**config.mk**
```make
export PLATFORM = sky130hd
export DESIGN_NAME = crc16_ccitt_packet_checksum_top
export DESIGN_NICKNAME = d
export VERILOG_FILES = /design/src/crc16_pkg.sv /design/src/crc16_in_reg.sv /design/src/crc16_engine.sv /design/src/crc16_ccitt_packet_checksum_top.sv
export SDC_FILE = /design/constraint.sdc
export NUM_CORES = 1
export LEC_CHECK = 0
export BUFFER_PORTS_ARGS = -buffer_cell sky130_fd_sc_hd__buf_2
export CORE_ASPECT_RATIO = 0.5
export CORE_MARGIN = 8
export CORE_UTILIZATION = 49
export CTS_CLUSTER_SIZE = 16
export DETAILED_ROUTE_END_ITERATION = 16
export GPL_ROUTABILITY_DRIVEN = 0
export GPL_TIMING_DRIVEN = 0
export PLACE_DENSITY = 0.74
export SYNTH_ARGS = -nofsm -noshare
export SYNTH_HDL_FRONTEND = slang
export SYNTH_SLANG_ARGS = --single-unit
export TNS_END_PERCENT = 30
```
**constraint.sdc**
```tcl
create_clock -name clk -period 1.8 [get_ports clk]
set_clock_uncertainty 0.05 [all_clocks]
set_input_delay 0.36 -clock clk [delete_from_list [all_inputs] [get_ports clk]]
set_output_delay 0.36 -clock clk [all_outputs]
set_load 0.02 [all_outputs]
```
**src/crc16_pkg.sv**
```systemverilog
// ----------------------------------------------------------------------------
// crc16_pkg
// Shared types, constants and the byte-wise CRC-16 (0x1021) update function.
// ----------------------------------------------------------------------------
package crc16_pkg;

  localparam logic [15:0] CRC_INIT = 16'hFFFF;
  localparam logic [7:0]  ESC_MIN  = 8'hFD;

  // One packet byte as it sits in the input register.
  typedef struct packed {
    logic       valid;
    logic [7:0] data_byte;
    logic       last_byte;
  } stage_t;

  // Byte-wise swap-and-xor form of the CCITT polynomial update.
  function automatic logic [15:0] crc_fold(input logic [15:0] crc, input logic [7:0] b);
    logic [15:0] x;
    logic [7:0]  lo;
    x  = {crc[7:0], crc[15:8]} ^ {8'h00, b};
    x  = x ^ {12'h000, x[7:4]};
    lo = x[7:0];
    x  = x ^ {lo[3:0], 12'h000} ^ {3'b000, lo, 5'b00000};
    return x;
  endfunction

  function automatic logic is_escape(input logic [15:0] sum);
    return (sum[15:8] >= ESC_MIN) || (sum[7:0] >= ESC_MIN);
  endfunction

endpackage

```
**src/crc16_in_reg.sv**
```systemverilog
// ----------------------------------------------------------------------------
// crc16_in_reg
// Input register: holds one accepted byte until the engine consumes it.
// ----------------------------------------------------------------------------
module crc16_in_reg
  import crc16_pkg::*;
(
  input  logic       clk,
  input  logic       rst,
  input  logic       byte_valid,
  output logic       byte_stall,
  input  logic [7:0] data_byte,
  input  logic       last_byte,
  input  logic       advance,
  output stage_t     stage
);

  // The register can load when it is empty or its byte moves on this cycle.
  assign byte_stall = stage.valid && !advance;

  always_ff @(posedge clk) begin
    if (rst) begin
      stage.valid <= 1'b0;
    end else if (!byte_stall) begin
      stage.valid <= byte_valid;
    end
    if (!byte_stall) begin
      stage.data_byte <= data_byte;
      stage.last_byte <= last_byte;
    end
  end

endmodule

```
**src/crc16_engine.sv**
```systemverilog
// ----------------------------------------------------------------------------
// crc16_engine
// Running CRC register, one-byte fold, and the result register.
// ----------------------------------------------------------------------------
module crc16_engine
  import crc16_pkg::*;
(
  input  logic        clk,
  input  logic        rst,
  input  stage_t      stage,
  output logic        advance,
  output logic        sum_valid,
  input  logic        sum_stall,
  output logic [15:0] checksum,
  output logic        needs_escape
);

  logic [15:0] running_crc;
  logic [15:0] crc_next;
  logic [15:0] sum_next;
  logic        out_free;

  assign crc_next = crc_fold(running_crc, stage.data_byte);
  assign sum_next = ~crc_next;

  // A byte that is not last never needs the result register.
  assign out_free = !sum_valid || !sum_stall;
  assign advance  = stage.valid && (!stage.last_byte || out_free);

  always_ff @(posedge clk) begin
    if (rst) begin
      running_crc <= CRC_INIT;
      sum_valid   <= 1'b0;
    end else begin
      if (advance) begin
        running_crc <= stage.last_byte ? CRC_INIT : crc_next;
      end
      if (out_free) begin
        sum_valid <= advance && stage.last_byte;
      end
    end
  end

  always_ff @(posedge clk) begin
    if (out_free && advance && stage.last_byte) begin
      checksum     <= sum_next;
      needs_escape <= is_escape(sum_next);
    end
  end

endmodule

```
**src/crc16_ccitt_packet_checksum_top.sv**
```systemverilog
// ----------------------------------------------------------------------------
// crc16_ccitt_packet_checksum_top
// Packet checksum: CRC-16/CCITT (0x1021, init 0xFFFF), complemented result.
// ----------------------------------------------------------------------------
//
//   Channel | Handshake              | Payload
//   --------+------------------------+---------------------------------
//   byte    | byte_valid, byte_stall | data_byte[7:0], last_byte
//   sum     | sum_valid,  sum_stall  | checksum[15:0], needs_escape
//
// A byte transaction completes at an edge where byte_valid is high and
// byte_stall is low; the sum channel works the same way.
// One byte is taken every cycle while byte_stall is low. A checksum
// reaches the sum ports from the input register through one fold of
// logic into the result register.
// Reset (rst, synchronous, active high) empties both registers and returns
// the running CRC to 0xFFFF.
// A stalled checksum holds the result register; bytes that are not last keep
// flowing, and the next last byte waits in the input register.
// ----------------------------------------------------------------------------
module crc16_ccitt_packet_checksum_top
  import crc16_pkg::*;
(
  input  logic        clk,
  input  logic        rst,
  input  logic        byte_valid,
  output logic        byte_stall,
  input  logic [7:0]  data_byte,
  input  logic        last_byte,
  output logic        sum_valid,
  input  logic        sum_stall,
  output logic [15:0] checksum,
  output logic        needs_escape
);

  // The input register and the engine trade the held byte and its advance.
  stage_t stage;
  logic   advance;

  crc16_in_reg u_in_reg (
    .clk        (clk),
    .rst        (rst),
    .byte_valid (byte_valid),
    .byte_stall (byte_stall),
    .data_byte  (data_byte),
    .last_byte  (last_byte),
    .advance    (advance),
    .stage      (stage)
  );

  // The engine folds the held byte into the running CRC and, on the last
  // byte of a packet, loads the complemented CRC and escape flag.
  crc16_engine u_engine (
    .clk          (clk),
    .rst          (rst),
    .stage        (stage),
    .advance      (advance),
    .sum_valid    (sum_valid),
    .sum_stall    (sum_stall),
    .checksum     (checksum),
    .needs_escape (needs_escape)
  );

endmodule

```
==> flow_summary_export.csv, run 1 <==
group,metric,value,unit
yosys,synth.avg_cell_area,15.29,µm²
timing,setup-violations-final,1,
finish,drive_gt1_share,42.44,%
timing,tightest_slew,529.5,ps
global_routing,grt_pass1_wl,5.368,mm
critical_path,cpMaxStageDelayCell,"edfxtp_1",
hold_path,min_path_type,"in2reg",
pwr,intPower,1.869,mW
routing,drt_iter0_drc,80,
timing,slew_headroom,64.70,%
cts,cts_tree,"yes",
pwr,switching_share,25.80,%
cts,cts_buffers,5,
global_routing,antenna_found_initial,0,
pwr,p_clk_share,29.0,%
cts,cts_root_buffer,"clkbuf_8",
cts,cts_max_path_buffers,2,
floorplan,start_util,52.45,%
critical_path,worstPathCellList,"xnor2_2, xnor3_2, o2111ai_2, o22ai_2",
global_routing,grt_pass1_vias,1052,
critical_path,cp.arrival,1790,ps
floorplan,coreArea,3528,µm²
timing,finalCriticalPeriod,1802,ps
critical_path,crit_type,"reg2reg",
timing,slew_violations,0,
cts,insertion_delay,300,ps
cts,h-tree-depth,2,
pwr,peakVddDrop,0.4552,mV
routing,postRouteAntennaNets,0,
timing,tns,-2.458,ps
run,drv_cap,0,
timing,hold_viol_final,0,
pwr,power_frac_comb,23.0,%
timing,rsz0062_at_grt,"true",
critical_path,required,1790,ps
critical_path,start_kind,"flip-flop",
floorplan,fp.dieArea,6119,µm²
floorplan,row_count,15,
run_status,violations,"setup timing",
routing,wl_per_cell,16.08,µm
timing,holdWs,187.2,ps
pwr,netSwitchingPower,649.8,µW
yosys,ys_warn_count,0,
finish,diodes,0,
floorplan,die_y,59.46,µm
yosys,ys_seq_area_share,61.66,%
run_status,status,"finished, violations left",
routing,drc,0,
timing,period_share,100.1,%
finish,multi_input_area,744.5,µm²
critical_path,max_stage_delay,450,ps
finish,synthToLayoutAreaGrowth,25.69,%
pwr,power,2.519,mW
cts,cts.clk_slew.worst_paths,80,ps
yosys,synth_seq_cells,44,
critical_path,cp_max_fo,3,
critical_path,end_kind,"flip-flop",
global_routing,grt-ovfl-total,0,
finish,fin_nets,184,
global_routing,grtUsageTotal,12.20,%
pwr,cellLeakagePower,0.9998,nW
yosys,yosysUniqueCellTypes,27,
place,io_buffers,31,
routing,num_vias,1120,
floorplan,ios,32,
routing,routed_via_density,5.022,
yosys,syn_nets,134,
routing,routed_wl,3.585,mm
finish,fillers,274,
yosys,synth_area,1851,µm²
global_routing,grt_max_degree,19,
pwr,p_per_area,1083,nW/µm²
timing,max_freq,554.8,MHz
routing,first_pass_iters,4,
timing,final.setup.worst_slack,-2.458,ps
yosys,netlist_instances,121,
pwr,power_frac_seq,48.0,%
cts,clkSinkCount,44,
place,dp_hpwl,2.517,mm
finish,seqCellArea,1142,µm²
floorplan,dieWidth,102.9,µm
[per-layer routing]
metal | global-route usage, % | wire (µm)
met1 | 15.69 | 1624
met2 | 17.32 | 1546
met3 | 4.450 | 350
met4 | 6.721 | 65
met5 | 0 | 0
[cell usage in the layout, fill, tap and decap left out, drive strengths merged]
cell      n
a21oi     1
dfxtp    18
nand4     1
nand2    20
clkbuf   10
o2111ai   2
xor2      4
inv       1
and3      1
and2      1
o22ai     1
o211ai   16
buf      43
nor2      3
xor3      2
edfxtp   26
xnor2    12
bufinv    1
nand3     2
clkinv    1
xnor3     6
[repair_timing]
item                       in CTS  in global routing
resized for setup               2                  9
pin swaps                       1                  8
hold buffers                    0                  0
buffers inserted                1                 11
gates cloned                    0                  0
setup endpoints to repair      12                  2
[final timing paths]
check / from / to / slack, ps / cells past startpoint
max reg2reg: u_in_reg.stage[4] / u_engine.needs_escape / -2 / 4
max: u_in_reg.stage[4] / u_engine.needs_escape / -2 / 4
min reg2reg: u_engine.running_crc[5] / u_engine.running_crc[5] / 430 / 2
min: data_byte[4] / u_in_reg.stage[5] / 190 / 1
[cells by family (layout without fill, tap and decap cells)]
family / Yosys count / after routing / share of synthesized area (%)
buffers and inverters: 5 / 56 / 1.081
xor gates and xnor gates: 24 / 24 / 21.77
AOI/OAI and AO/OA: 20 / 20 / 9.195
DFF: 44 / 44 / 61.66
and+or+nand+nor: 28 / 28 / 6.288
[stage by stage]
stage               cell area, µm²  worst slack (ps)  std cells  util, %
floorplan                     1853             77.45        121        -
global placement              2072            -244.4        203    58.72
detailed placement            2072            -281.1        203    58.72
CTS                           2193            -50.12        212    62.16
global route                  2326            -40.39        223    65.92
finish                        2326            -2.458        223    65.92
[layout make-up]
type	instances	share of cell area, %
plain buffers	4	0.8069
clock buffers	6	3.120
clock inverters	2	1.506
inverters	1	0.1614
multi-input cells	72	32.01
flip-flops and latches	44	49.11
well taps	51	2.743
repair buffers	43	10.54
[Yosys cell counts]
master	count	area, µm²
edfxtp_1	26	780.8
nand2_1	20	75.07
dfxtp_1	18	360.4
o211ai_1	13	97.59
xnor2_1	8	70.07
xnor3_1	4	90.09
clkbuf_1	3	11.26
nor2_1	3	11.26
o211ai_2	3	37.54
xnor2_4	3	82.58
xor2_1	3	26.28
nand3_1	2	10.01
a21oi_1	1	5.000
and2_2	1	7.510
and3_1	1	6.260
buf_2	1	5.000
inv_1	1	3.750
nand4_1	1	6.260
o2111ai_1	1	8.760
o2111ai_2	1	15.01
o22ai_1	1	6.260
xnor2_2	1	16.27
xnor3_2	1	23.77
xnor3_4	1	26.28
xor2_2	1	16.27
xor3_1	1	23.77
xor3_4	1	27.53
[state kept, by name (all words and copies together) (netlist names)]
name	count
u_engine.running_crc	16
u_engine.checksum	16
u_engine.needs_escape	1
u_in_reg.stage	10
u_engine.sum_valid	1
[power by group through the flow]
| stage | logic [mW] | registers [mW] | clock network, mW |
|---|---|---|---|
| 3_5_place_dp | 0.481 | 1.23 | 0 |
| 4_1_cts | 0.484 | 1.21 | 0.745 |
| 3_3_place_gp | 0.472 | 1.23 | 0 |
| 2_1_floorplan | 0.336 | 1.25 | 0 |
| 5_1_grt | 0.616 | 1.22 | 0.782 |
| 6_report | 0.580 | 1.21 | 0.729 |
[critical path, delay by kind of cell (launching register included)]
kind | cells | cell delay, ps
compound gates | 2 | 340
xor+xnor | 2 | 700
flops | 1 | 450
No activity file was read; power rests on OpenSTA's default activity.
==> run 2, diff against run 1 <==
--- a/config.mk
+++ b/config.mk
@@ -6,14 +6,16 @@
 export NUM_CORES = 1
 export LEC_CHECK = 0
 export BUFFER_PORTS_ARGS = -buffer_cell sky130_fd_sc_hd__buf_2
+export CELL_PAD_IN_SITES_DETAIL_PLACEMENT = 0
+export CELL_PAD_IN_SITES_GLOBAL_PLACEMENT = 1
 export CORE_ASPECT_RATIO = 0.5
 export CORE_MARGIN = 8
-export CORE_UTILIZATION = 49
+export CORE_UTILIZATION = 41
 export CTS_CLUSTER_SIZE = 16
 export DETAILED_ROUTE_END_ITERATION = 16
 export GPL_ROUTABILITY_DRIVEN = 0
 export GPL_TIMING_DRIVEN = 0
-export PLACE_DENSITY = 0.74
+export PLACE_DENSITY_LB_ADDON = 0.12
 export SYNTH_ARGS = -nofsm -noshare
 export SYNTH_HDL_FRONTEND = slang
 export SYNTH_SLANG_ARGS = --single-unit
==> flow_summary_export.csv, run 2 (synthesized netlist as in run 1, its figures left out) <==
group,metric,value,unit
pwr,power,2.322,mW
hold_path,min_path_type,"in2reg",
finish,drive_gt1_share,36.20,%
place,dpl_cell_area,2079,µm²
timing,rsz0062_at_grt,"true",
finish,fin_nets,175,
critical_path,timing.rr.start,"u_in_reg.stage[5]",
timing,setup-violations-final,1,
cts,insertion_delay,290,ps
global_routing,met3_usage,4.816,%
run,drv_cap,0,
critical_path,reg2regPathDepth,4,
cts,postCtsHoldBufs,0,
timing,slew_headroom,63.92,%
place,dp_hpwl,2.588,mm
global_routing,grt_pass1_wl,5.809,mm
global_routing,grtUsageTotal,10.61,%
global_routing,use_met1,14.57,%
timing,period_share,101.1,%
hold_path,whs_path_depth,1,
cts,cts.clk_slew.worst_paths,90,ps
critical_path,cp_max_fo,7,
floorplan,ios,32,
timing,finalCriticalPeriod,1820,ps
timing,slew_violations,0,
place,io_buffers,31,
finish,finalCoreUtilization,50.59,%
hold_path,hold_path_end,"u_in_reg.stage[1]",
finish,stdcell_count,220,
floorplan,die_y,63.51,µm
timing,tns,-19.87,ps
critical_path,crit_type,"reg2reg",
pwr,cellLeakagePower,0.9292,nW
floorplan,coreArea,4360,µm²
pwr,peakVddDrop,0.3476,mV
run_status,status,"finished, violations left",
global_routing,antenna_found_initial,0,
floorplan,dieWidth,111.0,µm
finish,reg_top3,"u_engine.checksum: 16 flops, u_engine.running_crc: 16 flops, u_in_reg.stage: 10 flops",
timing,final.setup.worst_slack,-19.87,ps
routing,postRouteAntennaNets,0,
finish,layout_common_cells,"buf_2, edfxtp_1, nand2_1",
routing,routed_via_density,4.909,
run_status,violations,"setup timing",
global_routing,busiest_layer,"met1",
finish,design_area,2206,µm²
critical_path,end_kind,"flip-flop",
critical_path,worstPathCellList,"xnor2_4, xnor3_2, nand3_1, o22ai_1",
place,dpl.cell_count,209,
cts,cts_max_path_buffers,2,
finish,diodes,0,
cts,clkSinkCount,44,
hold_path,min_from,"data_byte[0]",
critical_path,max_stage_delay,520,ps
global_routing,grtUsageMet2,14.55,%
global_routing,grt_max_degree,19,
global_routing,grt_pass1_vias,1117,
cts,h-tree-depth,2,
routing,first_pass_iters,4,
cts,cts_tree,"yes",
routing,drc,0,
critical_path,cp.arrival,1820,ps
pwr,p_per_area,1052,nW/µm²
timing,tightest_slew,541.3,ps
routing,wl_per_cell,16.75,µm
finish,synthToLayoutAreaGrowth,19.20,%
critical_path,rrSetupSlack,-20,ps
timing,hold_viol_final,0,
routing,num_vias,1080,
critical_path,required,1800,ps
floorplan,fp.dieArea,7050,µm²
global_routing,grt-ovfl-total,0,
timing,max_freq,549.5,MHz
floorplan,row_count,17,
critical_path,cpMaxStageDelayCell,"xnor3_2",
routing,routed_wl,3.684,mm
floorplan,start_util,42.44,%
finish,final_common_cell,"buf_2",
cts,cts_buffers,5,
critical_path,start_kind,"flip-flop",
critical_path,timing.rr.end,"u_engine.needs_escape",
routing,drt_iter0_drc,32,
cts,cts_root_buffer,"clkbuf_8",
## run 2: layer usage
layer,vias to the layer above,part of all wire (%)
met5,-,0
met2,30,41
met3,2,5.9
met1,522,52
li1,526,-
met4,0,0.35
## run 2: critical path: cells and delay by family (launching register included)
kind            cells  cell delay, ps
simple gates        1             130
compound gates      1             100
xor+xnor            2             840
flops               1             460
## run 2: worst max-delay path by stage
stage / from / to / slack (ps) / depth (start not counted)
3_3_place_gp: sum_stall / u_engine.running_crc[14] / -300 / 6
4_1_cts: u_in_reg.stage[5] / u_engine.needs_escape / -40 / 4
5_1_grt: u_in_reg.stage[5] / u_engine.needs_escape / -70 / 4
3_5_place_dp: sum_stall / u_engine.running_crc[7] / -340 / 6
6_report: u_in_reg.stage[5] / u_engine.needs_escape / -20 / 4
2_1_floorplan: u_engine.sum_valid / u_engine.running_crc[10] / 80 / 5
## run 2: power by group
part           leakage, nW  switching [mW]  total (mW)  internal (mW)
registers            0.399          0.0416        1.20           1.16
clock network       0.0412           0.340       0.612          0.272
logic                0.489           0.268       0.506          0.238
## run 2: per-stage QoR
stage	setup slack [ps]	hold WS, ps
2_1_floorplan	77.45	379.1
3_5_place_dp	-339.7	404.4
4_1_cts	-39.91	178.5
6_report	-19.87	182.2
5_1_grt	-66.89	169.1
3_3_place_gp	-302.4	397.9
## run 2: repair_timing
| item | 4_1_cts | 5_1_grt |
|---|---|---|
| cloned | 0 | 0 |
| resized for setup | 3 | 2 |
| pin swaps | 1 | 1 |
| setup endpoints to repair | 12 | 11 |
| setup buffers | 1 | 2 |
## run 2: cell type report
type | count | area [µm²]
Fill cell | 398 | 2155
Clock inverter | 2 | 12.51
Buffer | 4 | 16.27
Multi-Input combinational cell | 72 | 710.7
Clock buffer | 6 | 72.57
Inverter | 1 | 3.754
Sequential cell | 44 | 1141
Tap cell | 57 | 71.32
Timing Repair Buffer | 34 | 177.7
